===== src/sv/abpc_pkg.sv =====
// ----------------------------------------------------------------------------
// Attribute bitmap pixel codec package
// Field widths, command codes, internal job format and back-end states.
// ----------------------------------------------------------------------------
package abpc_pkg;

  localparam int CMD_W    = 2;
  localparam int X_W      = 7;
  localparam int Y_W      = 7;
  localparam int COLOR_W  = 5;
  localparam int ADDR_W   = 13;
  localparam int BYTE_W   = 8;

  localparam int FRAME_DEPTH_DEF = 8192;
  localparam int QUEUE_DEPTH_DEF = 4;

  localparam int ROW_BYTES  = 80;
  localparam int LINE_BYTES = 40;
  localparam int MAX_X      = 116;
  localparam int MAX_Y      = 99;

  localparam logic [CMD_W-1:0] CMD_SET_PIXEL = 2'd0;
  localparam logic [CMD_W-1:0] CMD_GET_PIXEL = 2'd1;
  localparam logic [CMD_W-1:0] CMD_WRITE_RAW = 2'd2;
  localparam logic [CMD_W-1:0] CMD_READ_RAW  = 2'd3;

  typedef enum logic [2:0] {
    OP_SET,
    OP_GET,
    OP_WRITE,
    OP_READ,
    OP_ZERO
  } op_t;

  typedef struct packed {
    op_t               op;
    logic [ADDR_W-1:0] addr;
    logic [1:0]        xm;
    logic [1:0]        up_hi;
    logic [1:0]        lo_hi;
    logic [1:0]        fu;
    logic [1:0]        fl;
    logic [BYTE_W-1:0] data;
  } job_t;

  typedef struct packed {
    logic push;
    job_t job;
  } push_t;

  typedef struct packed {
    logic empty;
    logic full;
    job_t head;
  } q_stat_t;

  typedef enum logic [2:0] {
    BK_IDLE,
    BK_RD_UP,
    BK_RD_LO,
    BK_WR_LO,
    BK_OUT
  } bk_state_t;

endpackage


===== src/sv/abpc_queue.sv =====
// ----------------------------------------------------------------------------
// Attribute bitmap pixel codec job queue
// Short FIFO between front end and back end.
// ----------------------------------------------------------------------------
module abpc_queue #(
  parameter int QUEUE_DEPTH = abpc_pkg::QUEUE_DEPTH_DEF
) (
  input  logic               clk,
  input  logic               rst_n,
  input  abpc_pkg::push_t    push_i,
  input  logic               pop,
  output abpc_pkg::q_stat_t  q_stat
);
  import abpc_pkg::*;

  localparam int PW = (QUEUE_DEPTH > 1) ? $clog2(QUEUE_DEPTH) : 1;
  localparam int CW = $clog2(QUEUE_DEPTH + 1);

  job_t          slot_r [QUEUE_DEPTH];
  logic [PW-1:0] wr_ptr_r, wr_ptr_nxt;
  logic [PW-1:0] rd_ptr_r, rd_ptr_nxt;
  logic [CW-1:0] count_r, count_nxt;
  logic          do_push;
  logic          do_pop;

  assign q_stat.empty = (count_r == '0);
  assign q_stat.full  = (count_r == CW'(QUEUE_DEPTH));
  assign q_stat.head  = slot_r[rd_ptr_r];

  assign do_push = push_i.push && !q_stat.full;
  assign do_pop  = pop && !q_stat.empty;

  always_comb begin
    wr_ptr_nxt = wr_ptr_r;
    rd_ptr_nxt = rd_ptr_r;
    count_nxt  = count_r;
    if (do_push) begin
      wr_ptr_nxt = (wr_ptr_r == PW'(QUEUE_DEPTH - 1)) ? '0 : wr_ptr_r + PW'(1);
    end
    if (do_pop) begin
      rd_ptr_nxt = (rd_ptr_r == PW'(QUEUE_DEPTH - 1)) ? '0 : rd_ptr_r + PW'(1);
    end
    case ({do_push, do_pop})
      2'b10:   count_nxt = count_r + CW'(1);
      2'b01:   count_nxt = count_r - CW'(1);
      default: count_nxt = count_r;
    endcase
  end

  always_ff @(posedge clk) begin
    if (!rst_n) begin
      wr_ptr_r <= '0;
      rd_ptr_r <= '0;
      count_r  <= '0;
    end else begin
      wr_ptr_r <= wr_ptr_nxt;
      rd_ptr_r <= rd_ptr_nxt;
      count_r  <= count_nxt;
    end
  end

  always_ff @(posedge clk) begin
    if (do_push) begin
      slot_r[wr_ptr_r] <= push_i.job;
    end
  end

endmodule


===== config.mk =====
export PLATFORM = sky130hd
export DESIGN_NAME = abpc_queue
export DESIGN_NICKNAME = d
export VERILOG_FILES = /design/src/sv/abpc_pkg.sv /design/src/sv/abpc_queue.sv
export SDC_FILE = /design/constraint.sdc
export NUM_CORES = 1
export LEC_CHECK = 0
export BUFFER_PORTS_ARGS = -buffer_cell sky130_fd_sc_hd__buf_2
export CAP_MARGIN = 25
export CORE_UTILIZATION = 57
export CTS_CLUSTER_SIZE = 16
export DETAILED_ROUTE_END_ITERATION = 12
export PLACE_DENSITY = 0.87
export SYNTH_ARGS = -nofsm -noshare
export SYNTH_HDL_FRONTEND = slang
export SYNTH_SLANG_ARGS = --single-unit

===== constraint.sdc =====
create_clock -name clk -period 2.7 [get_ports clk]
set_input_delay 0.135 -clock clk [delete_from_list [all_inputs] [get_ports clk]]
set_output_delay 0.135 -clock clk [all_outputs]
set_load 0.01 [all_outputs]

==> Yosys cells after proc, flatten, opt, wreduce, memory -nomap -nowiden <==
Memories as Yosys holds them, arrays and structs flattened. A register that Yosys moved wholly into a read port is not among the register bits.
Cells that the tools add are included.
W data, S select, Z words.
{ "totals": {"ff_bits": 7, "ram_bits": 136, "output_inout_bits": 36, "wordCells": 26, "mem_count": 1} }
{ "classes": {"addsub": 4, "eq_ne": 5, "mux": 7, "reduce_logical": 6} }
{ "memory_table": {"columns": ["name", "words", "width", "read_ports", "rd_clocked_by_memory_dff", "write_ports", "line_no", "rtl"], "rows": [
  ["slot_r", 4, 34, 1, 1, 1, "abpc_queue.sv:19", "job_t slot_r [QUEUE_DEPTH];"]
]} }
{ "op_table": {"columns": ["operator", "n"], "rows": [
  ["$mux W2", 4],
  ["$eq A2 B2 Y1 const B", 3],
  ["$pmux W3 S2", 1],
  ["$add A2 B1 Y2 const B", 2],
  ["$add A3 B1 Y3 const B", 1],
  ["$eq A3 B3 Y1 const B", 1],
  ["$logic_not A3 Y1", 1],
  ["$sub A3 B1 Y3 const B", 1],
  ["$eq A2 B1 Y1 const B", 1],
  ["$logic_and A1 B1 Y1", 2],
  ["$logic_not A1 Y1", 2],
  ["$mux W1", 2],
  ["$reduce_bool A2 Y1", 1]
]} }

==> Depth between registers and ports, before layout <==
{ "depth": {"depth_word": 5, "ltp_mapped": 10, "depth_no_buf": 9} }

==> Least setup slack after synthesis <==
OpenSTA, ideal clock, no wires.
{ "synth_timing": {"kind": "flip-flop to flip-flop", "startpoint": "reg count_r[2]", "endpoint": "reg count_r[2]", "setup_ps": 76, "t_arrival_ps": 2036, "required_ps": 2624, "path_slack_ps": 588, "stages_incl_launch_ff": 11, "n_path_buf": 1, "period_less_slack_ps": 2112, "path_cell_list": "dfxtp_1 -> nor3b_2 -> nor2b_1 -> buf_2 -> inv_1 -> ha_1 -> inv_1 -> fa_1 -> xor2_1 -> or3_1 -> a21boi_0"} }
{ "synth_rtl": {"columns": ["element", "line_no", "rtl"], "rows": [
  ["start: declaration", "abpc_queue.sv:22", "logic [CW-1:0] count_r, count_nxt;"],
  ["start signal: assignment", "abpc_queue.sv:58", "count_r <= count_nxt;"]
]} }

==> Worst setup path in the final report <==
{ "layout_timing": {"startpoint": "reg count_r[2]", "endpoint": "reg count_r[2]"} }
{ "layout_between": {"elab_chain_cells": 5} }
{ "layout_rtl": {"columns": ["element", "line_no", "rtl"], "rows": [
  ["$eq A3 B3 Y1 or $logic_not A3 Y1 (tied branches)", "abpc_queue.sv:27, abpc_queue.sv:26", null],
  ["$logic_not A1 Y1 (on tied branches)", "abpc_queue.sv:30, abpc_queue.sv:31", null],
  ["$logic_and A1 B1 Y1 (on tied branches)", "abpc_queue.sv:30, abpc_queue.sv:31", null],
  ["$eq A2 B1 Y1 or $eq A2 B2 Y1 (tied branches)", "abpc_queue.sv:43", "case ({do_push, do_pop})"],
  ["$pmux W3 S2 or $reduce_bool A2 Y1 (tied branches)", null, null]
]} }
Parallel ways exist; a longest one is shown, timed or not.
A chain may end at the register's enable or synchronous reset.

==> summary.md <==
| Metric | Value |
|---|---|
| Post-synth ARST share | `0%` |
| Total power | `0.006360 W` |
| Ys flop type | `edfxtp_1` |
| Final setup fails | `0` |
| RR Endpoint | `count_r[2]$_SDFFE_PN0P_` |
| Critical Path Start Type | `register` |
| Max IR drop VDD | `0.0007022 V` |
| Post-synth EDFFs | `136` |
| Unique cell type count in the Yosys netlist | `25` |
| Via Count | `2705` |
| Die Width | `99.78 microns` |
| Kind of critical path | `reg -> reg` |
| Critical Path End | `count_r[2]$_SDFFE_PN0P_` |
| Die height | `99.78 microns` |
| Most frequent cells in the layout | `edfxtp_1, buf_2, dlygate4sd3_1` |
| CTS tree | `built` |
| Post-route cell area | `6893 sq um` |
| Worst clock skew | `6.942 ps` |
| Avg WL per Cell | `20.19 microns` |
| Starting Density | `58.97%` |
| Vias per cell | `5.399` |
| Num rows | `35` |
| Commonest non-fill, non-tap cell in the layout | `edfxtp_1` |
| ANT cells | `0` |
| Final wirelength | `10120 microns` |
| Tcrit/Tclk final | `82.67%` |
| Max Clk Rate | `448.0 MHz` |
| Post-synthesis cell count | `234` |
| DR iter-0 viols | `133` |
| Vias in the first global route | `2902` |
| 1st-pass router iterations | `4` |
| First-pass GRT wire length | `15610 microns` |
| R2r startpoint | `count_r[2]$_SDFFE_PN0P_` |
| Hold buffers post-CTS | `35` |
| Multi-input gate area | `1065 sq um` |
| Clk Tree Root Cell | `clkbuf_8` |
| R2R setup slack | `470 ps` |
| Fin crit period | `2232 ps` |
| FF/Latch Area | `4267 sq um` |
| # fillers | `515` |
| DRC viols | `0` |
| Hold Path Class | `in -> reg` |
| Buffers on Ports | `73` |
| Dpl cell area | `5982 sq um` |
| Area of the core | `9240 sq um` |
| Pwr/cell area | `922.6 nW/um^2` |
| Lkg Pwr | `2.409 nW` |
| Worst Reg-to-Reg Cells | `9` |
| Setup ws final | `468.0 ps` |
| Antenna Nets Post-Route | `0` |
| Pin count of the biggest net entering global routing | `35` |
| Die area | `9955 sq um` |
| Slew Limit Fails | `0` |
| Status | `finished, final reports clean` |
| MaxCap Viol Count | `0` |
| Synth area leader | `edfxtp_1` |
| Ys Warns | `0` |
| Skew-Pair Late Insertion Delay | `510 ps` |
| Final hold violation count | `0` |
| CTS resizes | `0` |
| Top post-synthesis cells by area | `edfxtp_1, mux4_2, dfxtp_1` |
| Slew headroom | `64.62%` |
| Detailed Place HPWL | `5497 microns` |
| Gr ovfl total | `0` |
| GPL Wtd Cong | `0.6940` |
| FF+latch count, synth | `145` |
| WP data required | `3130 ps` |
| Mean Syn Cell Area | `23.29 sq um` |
| Nets | `404` |
| Seq/Total Area, Yosys | `78.25%` |
| Syn_nets | `279` |
| CTS clk-pin slew, worst paths | `60 ps` |
| Setup crit end kind | `register` |
| Clock buffer depth | `2` |
| Share of layout cells above drive strength 1 | `39.52%` |
| CP startpoint | `count_r[2]$_SDFFE_PN0P_` |
| Worst Setup Slack post-DPL | `481.6 ps` |
| Post-CTS Setup Repair Bufs | `0` |
| Worst Max-Slew Pin Slew | `530.6 ps` |
| Synthesis-to-layout area growth | `26.50%` |
| CP arrival | `2670 ps` |
| Share of the synthesized area in the top cell type | `74.95%` |
| Antenna violations before repair | `0` |
| Post-synthesis cell area | `5449 sq um` |
| RSZ-0062 raised after global routing | `false` |
| Sum Neg Setup Slack | `0 ps` |
| Hold slack | `35.00 ps` |
| # IOs | `74` |
| Max FO, Critical Path | `7` |
| Htree depth | `4` |
| Total clock sinks | `145` |
| Tot GR Track Use | `22.30%` |
| Num CTS Buffers | `17` |
==> sequential cells by signal, summed over array words and instances, names as in the netlist, named ones only <==
register,cells
count_r,3
wr_ptr_r,2
rd_ptr_r,2
slot_r,136
==> through the flow <==
step	utilization (%)	instances
2_1_floorplan	-	234
3_3_place_gp	64.74	434
3_5_place_dp	64.74	434
4_1_cts	74.60	501
5_1_grt	74.60	501
6_report	74.60	501
==> critical path, cell delays in order (launching register included) <==
cell      delay [ps]
dfxtp_1          380
nor3b_2          220
nor2b_1          150
inv_1             90
ha_1             210
inv_1             80
fa_1             390
xor2_1           160
or3_1            290
a21boi_0         190
==> how the worst min path moves through the flow <==
| stage | depth (start not counted) | slack [ps] | from | endpoint |
|---|---|---|---|---|
| finish | 3 | 40 | pop | register |
| global route | 3 | 70 | pop | register |
| CTS | 3 | 20 | pop | register |
| detailed placement | 1 | 350 | push_i[9] | slot_r[0][9]$_DFFE_PP_ |
| global placement | 1 | 350 | push_i[21] | slot_r[1][21]$_DFFE_PP_ |
| floorplan | 0 | 230 | push_i[0] | slot_r[0][0]$_DFFE_PP_ |
==> layout make-up <==
class	count	area share (%)
clock buffers	18	6.063
clock inverters	14	2.069
inverters	7	0.3812
multi-input cells	72	15.45
flip-flops and latches	145	61.90
well taps	129	2.342
repair buffers	116	11.80
==> cell usage after synthesis, types with 2 or more instances <==
cell	count
clkbuf_1	2
ha_1	6
edfxtp_1	136
o21ai_0	4
dfxtp_1	9
nand2_1	7
mux4_1	4
inv_1	7
mux2i_1	2
buf_2	4
and2_1	6
buf_12	3
nor2_1	2
mux4_2	30
nand3_1	2
==> logic make-up after synthesis <==
group / share of synthesized area (%)
flops: 78.25
xor+xnor: 0.3215
fa+ha+maj: 1.745
compound gates: 0.6431
buf+inv: 2.296
simple gates: 2.044
mux: 14.70
==> routing by layer <==
metal | GRT usage (%) | vias up | share of wire, %
met5 | 0 | - | 0
met4 | 7.692 | 0 | 1.9
met3 | 6.198 | 17 | 5.1
met2 | 37.82 | 101 | 53
met1 | 28.00 | 1374 | 40
li1 | - | 1213 | -
==> power breakdown <==
group	internal, W	total, W	switching (W)
combinational	0.000672	0.00135	0.000677
clock	0.00131	0.00218	0.000874
sequential	0.00273	0.00283	0.000105
total	0.00470	0.00636	0.00166
Note: power is estimated with default switching activity, not from simulation.
