--- src/sv/abpc_pkg.sv ---
// ----------------------------------------------------------------------------
// Attribute bitmap pixel codec package
// Field widths, command codes, internal job format and back-end states.
// ----------------------------------------------------------------------------
package abpc_pkg;

  localparam int CMD_W    = 2;
  localparam int X_W      = 7;
  localparam int Y_W      = 7;
  localparam int COLOR_W  = 5;
  localparam int ADDR_W   = 13;
  localparam int BYTE_W   = 8;

  localparam int FRAME_DEPTH_DEF = 8192;
  localparam int QUEUE_DEPTH_DEF = 4;

  localparam int ROW_BYTES  = 80;
  localparam int LINE_BYTES = 40;
  localparam int MAX_X      = 116;
  localparam int MAX_Y      = 99;

  localparam logic [CMD_W-1:0] CMD_SET_PIXEL = 2'd0;
  localparam logic [CMD_W-1:0] CMD_GET_PIXEL = 2'd1;
  localparam logic [CMD_W-1:0] CMD_WRITE_RAW = 2'd2;
  localparam logic [CMD_W-1:0] CMD_READ_RAW  = 2'd3;

  typedef enum logic [2:0] {
    OP_SET,
    OP_GET,
    OP_WRITE,
    OP_READ,
    OP_ZERO
  } op_t;

  typedef struct packed {
    op_t               op;
    logic [ADDR_W-1:0] addr;
    logic [1:0]        xm;
    logic [1:0]        up_hi;
    logic [1:0]        lo_hi;
    logic [1:0]        fu;
    logic [1:0]        fl;
    logic [BYTE_W-1:0] data;
  } job_t;

  typedef struct packed {
    logic push;
    job_t job;
  } push_t;

  typedef struct packed {
    logic empty;
    logic full;
    job_t head;
  } q_stat_t;

  typedef enum logic [2:0] {
    BK_IDLE,
    BK_RD_UP,
    BK_RD_LO,
    BK_WR_LO,
    BK_OUT
  } bk_state_t;

endpackage

--- src/sv/abpc_if.sv ---
// ----------------------------------------------------------------------------
// Attribute bitmap pixel codec channels
// Request and result channels with valid/ready handshake.
// ----------------------------------------------------------------------------
interface abpc_in_if;
  import abpc_pkg::*;

  logic               valid;
  logic               ready;
  logic [CMD_W-1:0]   cmd;
  logic [X_W-1:0]     pixel_x;
  logic [Y_W-1:0]     pixel_y;
  logic [COLOR_W-1:0] color;
  logic [ADDR_W-1:0]  byte_addr;
  logic [BYTE_W-1:0]  byte_data;

  modport source (output valid, cmd, pixel_x, pixel_y, color, byte_addr, byte_data,
                  input ready);
  modport sink   (input valid, cmd, pixel_x, pixel_y, color, byte_addr, byte_data,
                  output ready);
endinterface


--- src/sv/abpc_front.sv ---
// ----------------------------------------------------------------------------
// Attribute bitmap pixel codec front end
// Accepts requests, range-checks them, works out the frame address and the
// encoded fields, and pushes a job into the queue.
// ----------------------------------------------------------------------------
module abpc_front #(
  parameter int FRAME_DEPTH = abpc_pkg::FRAME_DEPTH_DEF
) (
  abpc_in_if.sink            in_chan,
  input  abpc_pkg::q_stat_t  q_stat,
  output abpc_pkg::push_t    push_o
);
  import abpc_pkg::*;

  logic [X_W+8-1:0]    x_prod;
  logic [5:0]          x_div3;
  logic [1:0]          x_mod3;
  logic [ADDR_W-1:0]   pix_addr;
  logic                pix_inside;
  logic                raw_ok;
  logic [COLOR_W+3:0]  c_prod;
  logic [2:0]          grp;
  logic [2:0]          pat;
  logic                keep;
  job_t                job;

  // x/3 by reciprocal: exact for every 7-bit value
  assign x_prod = (X_W+8)'(in_chan.pixel_x) * (X_W+8)'(171);
  assign x_div3 = x_prod[14:9];
  assign x_mod3 = 2'(in_chan.pixel_x - 7'(x_div3) * 7'd3);

  assign pix_addr = (ADDR_W'(in_chan.pixel_y) << 6) + (ADDR_W'(in_chan.pixel_y) << 4)
                  + ADDR_W'(x_div3) + ADDR_W'(1);

  assign pix_inside = (in_chan.pixel_x <= X_W'(MAX_X)) && (in_chan.pixel_y <= Y_W'(MAX_Y));
  assign raw_ok     = {1'b0, in_chan.byte_addr} < (ADDR_W+1)'(FRAME_DEPTH);

  // color/5 by reciprocal, then the pattern is the remainder
  assign c_prod = (COLOR_W+4)'(in_chan.color) * (COLOR_W+4)'(13);
  assign grp    = c_prod[8:6];
  assign pat    = 3'(in_chan.color - 5'(grp) * 5'd5);

  always_comb begin
    job       = '0;
    job.op    = OP_ZERO;
    job.addr  = pix_addr;
    job.xm    = x_mod3;
    job.data  = in_chan.byte_data;
    keep      = 1'b1;
    if (grp <= 3'd3) begin
      job.up_hi = grp[0] ? 2'b11 : 2'b01;
      job.lo_hi = grp[1] ? 2'b11 : 2'b01;
    end
    case (pat)
      3'd1:    begin job.fu = 2'd2; job.fl = 2'd1; end
      3'd2:    begin job.fu = 2'd3; job.fl = 2'd0; end
      3'd3:    begin job.fu = 2'd0; job.fl = 2'd3; end
      3'd4:    begin job.fu = 2'd3; job.fl = 2'd3; end
      default: begin job.fu = 2'd0; job.fl = 2'd0; end
    endcase
    case (in_chan.cmd)
      CMD_SET_PIXEL: begin
        job.op = OP_SET;
        keep   = pix_inside;
      end
      CMD_GET_PIXEL: job.op = pix_inside ? OP_GET : OP_ZERO;
      CMD_WRITE_RAW: begin
        job.op   = OP_WRITE;
        job.addr = in_chan.byte_addr;
        keep     = raw_ok;
      end
      CMD_READ_RAW: begin
        job.op   = raw_ok ? OP_READ : OP_ZERO;
        job.addr = in_chan.byte_addr;
      end
      default: job.op = OP_ZERO;
    endcase
  end

  assign in_chan.ready = !q_stat.full;
  assign push_o.push   = in_chan.valid && !q_stat.full && keep;
  assign push_o.job    = job;

endmodule

--- src/flat_wrapper.sv ---
// flat-port wrapper written by rule: the top's interface ports become plain ports
module abpc_front_flat import abpc_pkg::*;
#(
  parameter int FRAME_DEPTH = abpc_pkg::FRAME_DEPTH_DEF
)
  (q_stat, push_o, in_chan_valid, in_chan_cmd, in_chan_pixel_x, in_chan_pixel_y, in_chan_color, in_chan_byte_addr, in_chan_byte_data, in_chan_ready);
  abpc_in_if in_chan_i ();
  input  abpc_pkg::q_stat_t q_stat;
  output abpc_pkg::push_t push_o;
  input wire logic [$bits(in_chan_i.valid)-1:0] in_chan_valid;
  input wire logic [$bits(in_chan_i.cmd)-1:0] in_chan_cmd;
  input wire logic [$bits(in_chan_i.pixel_x)-1:0] in_chan_pixel_x;
  input wire logic [$bits(in_chan_i.pixel_y)-1:0] in_chan_pixel_y;
  input wire logic [$bits(in_chan_i.color)-1:0] in_chan_color;
  input wire logic [$bits(in_chan_i.byte_addr)-1:0] in_chan_byte_addr;
  input wire logic [$bits(in_chan_i.byte_data)-1:0] in_chan_byte_data;
  output wire logic [$bits(in_chan_i.ready)-1:0] in_chan_ready;
  assign in_chan_i.valid = in_chan_valid;
  assign in_chan_i.cmd = in_chan_cmd;
  assign in_chan_i.pixel_x = in_chan_pixel_x;
  assign in_chan_i.pixel_y = in_chan_pixel_y;
  assign in_chan_i.color = in_chan_color;
  assign in_chan_i.byte_addr = in_chan_byte_addr;
  assign in_chan_i.byte_data = in_chan_byte_data;
  assign in_chan_ready = in_chan_i.ready;
  abpc_front #(.FRAME_DEPTH(FRAME_DEPTH)) u_core (.in_chan(in_chan_i), .q_stat(q_stat), .push_o(push_o));
endmodule
--- config.mk ---
export PLATFORM = sky130hd
export DESIGN_NAME = abpc_front_flat
export DESIGN_NICKNAME = d
export VERILOG_FILES = /design/src/sv/abpc_pkg.sv /design/src/sv/abpc_if.sv /design/src/sv/abpc_front.sv /design/src/flat_wrapper.sv
export SDC_FILE = /design/constraint.sdc
export NUM_CORES = 1
export LEC_CHECK = 0
export BUFFER_PORTS_ARGS = -buffer_cell sky130_fd_sc_hd__buf_2
export CORE_ASPECT_RATIO = 1.2
export CORE_MARGIN = 3
export CORE_UTILIZATION = 35
export DETAILED_ROUTE_END_ITERATION = 10
export PLACE_DENSITY_LB_ADDON = 0.25
export SYNTH_ARGS = -nofsm -noshare
export SYNTH_HDL_FRONTEND = slang
export SYNTH_SLANG_ARGS = --single-unit
--- constraint.sdc ---
create_clock -name vclk -period 17
set_input_delay 2.55 -clock vclk [all_inputs]
set_output_delay 2.55 -clock vclk [all_outputs]
set_load 0.1 [all_outputs]
Yosys cells after proc, flatten, opt, wreduce, memory -nomap -nowiden
Cells that the tools add are included.
{"block": "totals", "regBits": 0, "inputBits": 79, "out_inout_bits": 36, "elab_cells": 33}
{"block": "op_classes", "add_sub_neg": 5, "multipliers": 4, "order_cmp": 3, "eq_ne": 7, "mux": 8, "reduce_logical": 6}
{"operator": "$pmux W4 S4", "count": 1}
{"operator": "$mul A7 B8 Y15 const B", "count": 1}
{"operator": "$le A7 B7 Y1 const B", "count": 2}
{"operator": "$add A13 B1 Y13 const B", "count": 1}
{"operator": "$add A13 B11 Y13", "count": 1}
{"operator": "$add A13 B6 Y13", "count": 1}
{"operator": "$mux W13", "count": 1}
{"operator": "$pmux W3 S4", "count": 1}
{"operator": "$mul A5 B4 Y9 const B", "count": 1}
{"operator": "$eq A3 B2 Y1 const B", "count": 2}
{"operator": "$mul A6 B2 Y2 const B", "count": 1}
{"operator": "$eq A2 B2 Y1 const B", "count": 2}
{"operator": "$mux W2", "count": 2}
{"operator": "$mux W4", "count": 1}
{"operator": "$eq A3 B1 Y1 const B", "count": 1}
{"operator": "$eq A3 B3 Y1 const B", "count": 1}
{"operator": "$le A3 B2 Y1 const B", "count": 1}
{"operator": "$logic_and A1 B1 Y1", "count": 3}
{"operator": "$mul A3 B3 Y3 const B", "count": 1}
{"operator": "$mux W3", "count": 1}
{"operator": "$sub A3 B3 Y3", "count": 1}
{"operator": "$eq A2 B1 Y1 const B", "count": 1}
{"operator": "$logic_not A2 Y1", "count": 1}
{"operator": "$reduce_or A2 Y1", "count": 1}
{"operator": "other kinds (3)", "count": 3}

Longest topological paths before layout
Gate-level depths: netlist of the first run.
{"block": "logic_depth", "word_depth": 5, "ltp_mapped": 21, "ltp_nobuf": 21}

Least setup slack after synthesis of the first run
OpenSTA, ideal clock, no wires.
{"block": "synth_path", "path_kind": "in2out", "start": "in in_chan_pixel_x[4]", "end": "out push_o[25] (netlist bit)", "arrival_ps": 8922, "required_time_ps": 14450, "setup_slack_ps": 5528, "cell_stages": 20, "path_buffers": 0, "path_cell_list": "ha_1 > inv_1 > fa_1 > fa_1 > inv_1 > fa_1 > ha_1 > a211oi_4 > o21ai_2 > o221ai_4 > o21bai_1 > a21o_1 > a21oi_1 > xnor2_1 > ha_1 > a21o_1 > a21o_1 > a31oi_1 > xor2_1 > o21ai_0"}
{"item": "start: declaration", "line_no": "flat_wrapper.sv:12", "text": "input wire logic [$bits(in_chan_i.pixel_x)-1:0] in_chan_pixel_x;"}
{"item": "end: declaration", "line_no": "flat_wrapper.sv:9", "text": "output abpc_pkg::push_t push_o;"}

==> results of run 1 <==
## final timing paths
path            startpoint          to  slack [ns]  depth (start not counted)
max     in_chan_pixel_x[6]  push_o[30]        6.14                         22
min   in_chan_byte_data[2]   push_o[2]        5.10                          0
## power by group through the flow
stage	Combinational, uW	Sequential (uW)	Clock (uW)
after CTS	503	0	0
final	499	0	0
after floorplan	442	0	0
after global placement	500	0	0
after global routing	535	0	0
after detailed placement	502	0	0
## per-stage QoR
step	setup WS [ns]	hold WS (ns)	area (um2)	power, uW
3_5_place_dp	6.11	5.10	2590	502
6_report	6.14	5.10	2590	499
2_1_floorplan	5.53	5.31	2250	442
3_3_place_gp	6.11	5.10	2590	500
5_1_grt	5.73	5.10	2590	535
4_1_cts	6.10	5.10	2590	503
## kinds of logic after synthesis
| kind of cell | Yosys count | synth area share [%] |
|---|---|---|
| AND/OR/NAND/NOR | 56 | 11.4 |
| buffers and inverters | 53 | 10.3 |
| AO/OA/AOI/OAI | 68 | 24.4 |
| XOR/XNOR | 24 | 10.6 |
| multiplexers | 2 | 1.50 |
| adder cells (fa/ha/maj) | 69 | 41.7 |
## critical path, cell delays in order
cell       delay, ns
buf_2           0.13
ha_1            0.33
inv_1           0.07
fa_1            0.48
fa_1            0.52
inv_1           0.05
fa_1            0.45
ha_1            0.38
a211oi_4        0.31
o21ai_2         0.11
o221ai_4        0.23
o21bai_1        0.10
a21o_1          0.20
a21oi_1         0.17
xnor2_1         0.14
ha_1            0.30
and3_1          0.19
and2_1          0.18
a2111oi_2       0.52
o21bai_1        0.17
a221oi_2        0.23
buf_2           0.46
## layout by cell type, fill, tap and decap left out, types with 4 or more instances in the layout
master   Yosys  routed
a21o_1       7       7
a21oi_1     11      11
buf_2        0      64
fa_1        10      10
ha_1        59      59
inv_1       39      39
nand2_1     17      17
nand3_1      4       4
nor2_1      20      20
o21ai_0     13      13
xnor2_1     12      12
xor2_1      10      10
## cell type report
type / instances / share of cell area, %
inverter: 40 / 5.80
multi-input combinational: 219 / 77.9
tap: 82 / 3.96
timing repair buffer: 64 / 12.4
## metal layers
| metal | share of wire (%) | vias to the layer above | track usage, % |
|---|---|---|---|
| met5 | 0 | - | 0 |
| met4 | 0.32 | 0 | 1.00 |
| met3 | 3.4 | 2 | 0.288 |
| met2 | 49 | 37 | 23.5 |
| met1 | 47 | 929 | 16.5 |
| li1 | - | 1066 | - |
==> reports/results.ini, run 1 <==
[floorplanning]
floorplan.die_area_mm2=0.00743
core_mm2=0.00613
io_pins=115
rows=31
die_y_um=93.8
dieWidth_um=79.2
start_util_pct=36.7

[outcome]
run_status=finished clean

[power_and_ir_drop]
peakVddDrop_mv=0.137
power_frac_comb_pct=100.0
power_density_mw_per_mm2=193
clkPwrFrac_pct=0
p_leak_uw=0.00145
p_int_uw=123
switching_share_pct=75.4
p_seq_share_pct=0
switchingPower_uw=376

[finish]
final_nets=473
n_antenna_cell=0
final_layout_size_suffix_gt1_share_pct=24.1
num-fill-cells=665
seq_cells=0
utilization_pct=42.2
seq_area_um2=0
multiInputGateArea_mm2=0.00202
nClkBuffers=0
fin_cells=405
syn2layout_area_growth_pct=15.1

[setup_path]
worst_ep_arrival_time_ns=8.31
cp.required_ns=14.45
startpoint_type=input port
path_max_fanout=5
criticalPathCategory=in2out
critPathCaptureType=output pin

[drt]
routed-via-count=2034
antenna_left=0
wl_per_cell_um=11.6
drc_errors=0
routed_via_density=5.02
wl_mm=4.68
first_pass_iters=4
drt_iter0_drc=50

[sta]
totalNegativeSetupSlack_ns=0
hold_violations=0
final_max_slew_viol_count=0
max_slew_margin_pct=67.1
fin_crit_sh_pct=63.9
min_period_ns=10.86
worstMarginPinSlew_ns=0.496
fmax_ghz=0.0921
setup_viol=0
grt_setup_unrepaired=false

[synthesis]
seq_area_frac_synth_pct=0
synthesis.area_mm2=0.00225
synthDistinctLibCells=51
synth_top_area_share_pct=32.8
netlist_instances=272
avgSynthCellArea_um2=8.27
syn_nets=420
synth_common_cells=ha_1 (59), inv_1 (39), nor2_1 (20)
synth_area_leaders=ha_1 (33%), fa_1 (8.9%), inv_1 (6.5%)
synth_top_area_cell=ha_1
yosysMostFrequentCell=ha_1
synth_warnings=0

[clock_tree]
cts_setup_buffers=0
postCtsHoldBufs=0
cts_resized=0

[global_route]
grt_max_degree=26
antenna_found_initial=0
grt_pass1_vias=1933
grt_pass1_wl_mm=8.05
grt-ovfl-total=0
grt_usage_pct=12.5

[placed_design]
portBuffers=64
hpwlAfterDp_mm=4.22
dpl.cell_count=405
gp_congestion=0.764

[hold_path]
hp-class=in2out

[job]
maxCapViolations=0

No activity file was read; power rests on OpenSTA's default activity.
==> run 2, diff against run 1 <==
--- a/config.mk
+++ b/config.mk
@@ -5,6 +5,7 @@
 export SDC_FILE = /design/constraint.sdc
 export NUM_CORES = 1
 export LEC_CHECK = 0
+export ABC_AREA = 1
 export BUFFER_PORTS_ARGS = -buffer_cell sky130_fd_sc_hd__buf_2
 export CORE_ASPECT_RATIO = 1.2
 export CORE_MARGIN = 3
==> constraint.sdc (replaced) <==
create_clock -name vclk -period 9.1
set_input_delay 1.365 -clock vclk [all_inputs]
set_output_delay 1.365 -clock vclk [all_outputs]
set_load 0.1 [all_outputs]
==> run 2 against run 1 <==
Against the previous run: synthesized cell count increased by 41%; non-clock buffer count unchanged; combinational power increased by 69%; flip-flop and latch count unchanged; first-iteration DRC count decreased by 30%; cell area increased by 9.3%; critical path type unchanged; highest routed layer is now met3.
==> reports/results.ini, run 2 <==
[sta]
max_slew_margin_pct=67.1
worstMarginPinSlew_ns=0.498
fin_crit_sh_pct=87.2
min_period_ns=7.93
grt_setup_unrepaired=false
hold_violations=0
setup_viol=0
totalNegativeSetupSlack_ns=0
fmax_ghz=0.126
final_max_slew_viol_count=0

[floorplanning]
die_y_um=98.3
core_mm2=0.00685
start_util_pct=36.2
rows=33
dieWidth_um=82.9
io_pins=115
floorplan.die_area_mm2=0.00815

[global_route]
grt_max_degree=20
grt_pass1_wl_mm=10.3
grt_pass1_vias=2417
grt_usage_pct=14.4
grt-ovfl-total=0
antenna_found_initial=0

[power_and_ir_drop]
finalPower_uw=845
power_density_mw_per_mm2=299
peakVddDrop_mv=0.662
p_leak_uw=0.00175

[finish]
seq_area_um2=0
seq_cells=0
syn2layout_area_growth_pct=13.9
final_common_cell=nand2_1
n_antenna_cell=0
final_nets=585
final_layout_size_suffix_gt1_share_pct=21.6
final_cell_mix=nand2_1 (100), inv_1 (74), buf_2 (64), ha_1 (59), nor2_1 (24)
nClkBuffers=0
num-fill-cells=749

[drt]
antenna_left=0
first_pass_iters=4
wl_per_cell_um=11.1
wl_mm=5.79
drt_iter0_drc=35
routed_via_density=4.69
routed-via-count=2448
drc_errors=0

[hold_path]
hold_depth=0
hp-class=in2out

[setup_path]
critPathCaptureType=output pin
path_depth=27
timing.critical_path.mode_cell=nand2_1
cp.required_ns=7.74
crit_family=adder cells
criticalPathCategory=in2out
critical_path.slowest_cell=fa_1
worst_ep_arrival_time_ns=6.57
slowest_delay_ns=0.52
path_max_fanout=4
startpoint_type=input port
cp_num_buf_inv=6

[synthesis]
yosysMostFrequentCell=nand2_1
synth_area_leaders=ha_1 (30%), nand2_1 (15%), inv_1 (11%)
synthesis.area_mm2=0.00248
synthDistinctLibCells=34
synth_warnings=0
seq_area_frac_synth_pct=0
syn_nets=532
synth_top_area_cell=ha_1
synth_top_area_share_pct=29.7
netlist_instances=384
synth_common_cells=nand2_1 (100), inv_1 (74), ha_1 (59)
avgSynthCellArea_um2=6.47

[job]
maxCapViolations=0

[placed_design]
portBuffers=64
hpwlAfterDp_mm=5.26
gp_congestion=0.848

[clock_tree]
postCtsHoldBufs=0
cts_setup_buffers=0
cts_resized=0

[outcome]
run_status=finished clean

-- run 2: final timing paths --
kind,endpoint,start,slack (ns)
setup / recovery,push_o[29],in_chan_pixel_x[6],1.17
hold / removal,push_o[0],in_chan_byte_data[0],2.73
-- run 2: logic make-up (layout without fill, tap and decap cells) --
logic type               after synthesis  in the layout  synth area share, %
XOR/XNOR                              14             14                 5.24
adder cells (fa/ha/maj)               69             69                 37.8
buffers and inverters                 87            138                 14.6
AND/OR/NAND/NOR                      178            178                 33.2
AO/OA/AOI/OAI                         36             36                 9.22
-- run 2: area by class of cell --
class	instances	area (um2)	share of cell area [%]
multi-input cells	297	2120	75.0
repair buffers	64	320	11.3
inverters	74	278	9.82
well taps	87	109	3.85
-- run 2: metrics by stage --
step | setup WS (ns) | util, % | area (um2) | instances | hold slack [ns]
6_report | 1.17 | 41.3 | 2830 | 522 | 2.73
2_1_floorplan | 0.808 | - | 2480 | 384 | 2.94
3_5_place_dp | 1.15 | 41.3 | 2830 | 522 | 2.73
3_3_place_gp | 1.15 | 41.3 | 2830 | 522 | 2.73
4_1_cts | 1.13 | 41.3 | 2830 | 522 | 2.73
5_1_grt | 0.621 | 41.3 | 2830 | 522 | 2.73
-- run 2: routing by layer --
metal | track usage (%) | up-vias | part of all wire, %
li1 | - | 1325 | -
met1 | 17.3 | 1067 | 44
met2 | 28.1 | 56 | 52
met3 | 1.77 | 0 | 4.6
met4 | 0.755 | 0 | 0
met5 | 0 | - | 0
-- run 2: where the power goes --
group / total (uW) / internal, uW / switching (uW)
combinational: 845 / 191 / 653
sequential: 0 / 0 / 0
clock: 0 / 0 / 0
total: 845 / 191 / 653
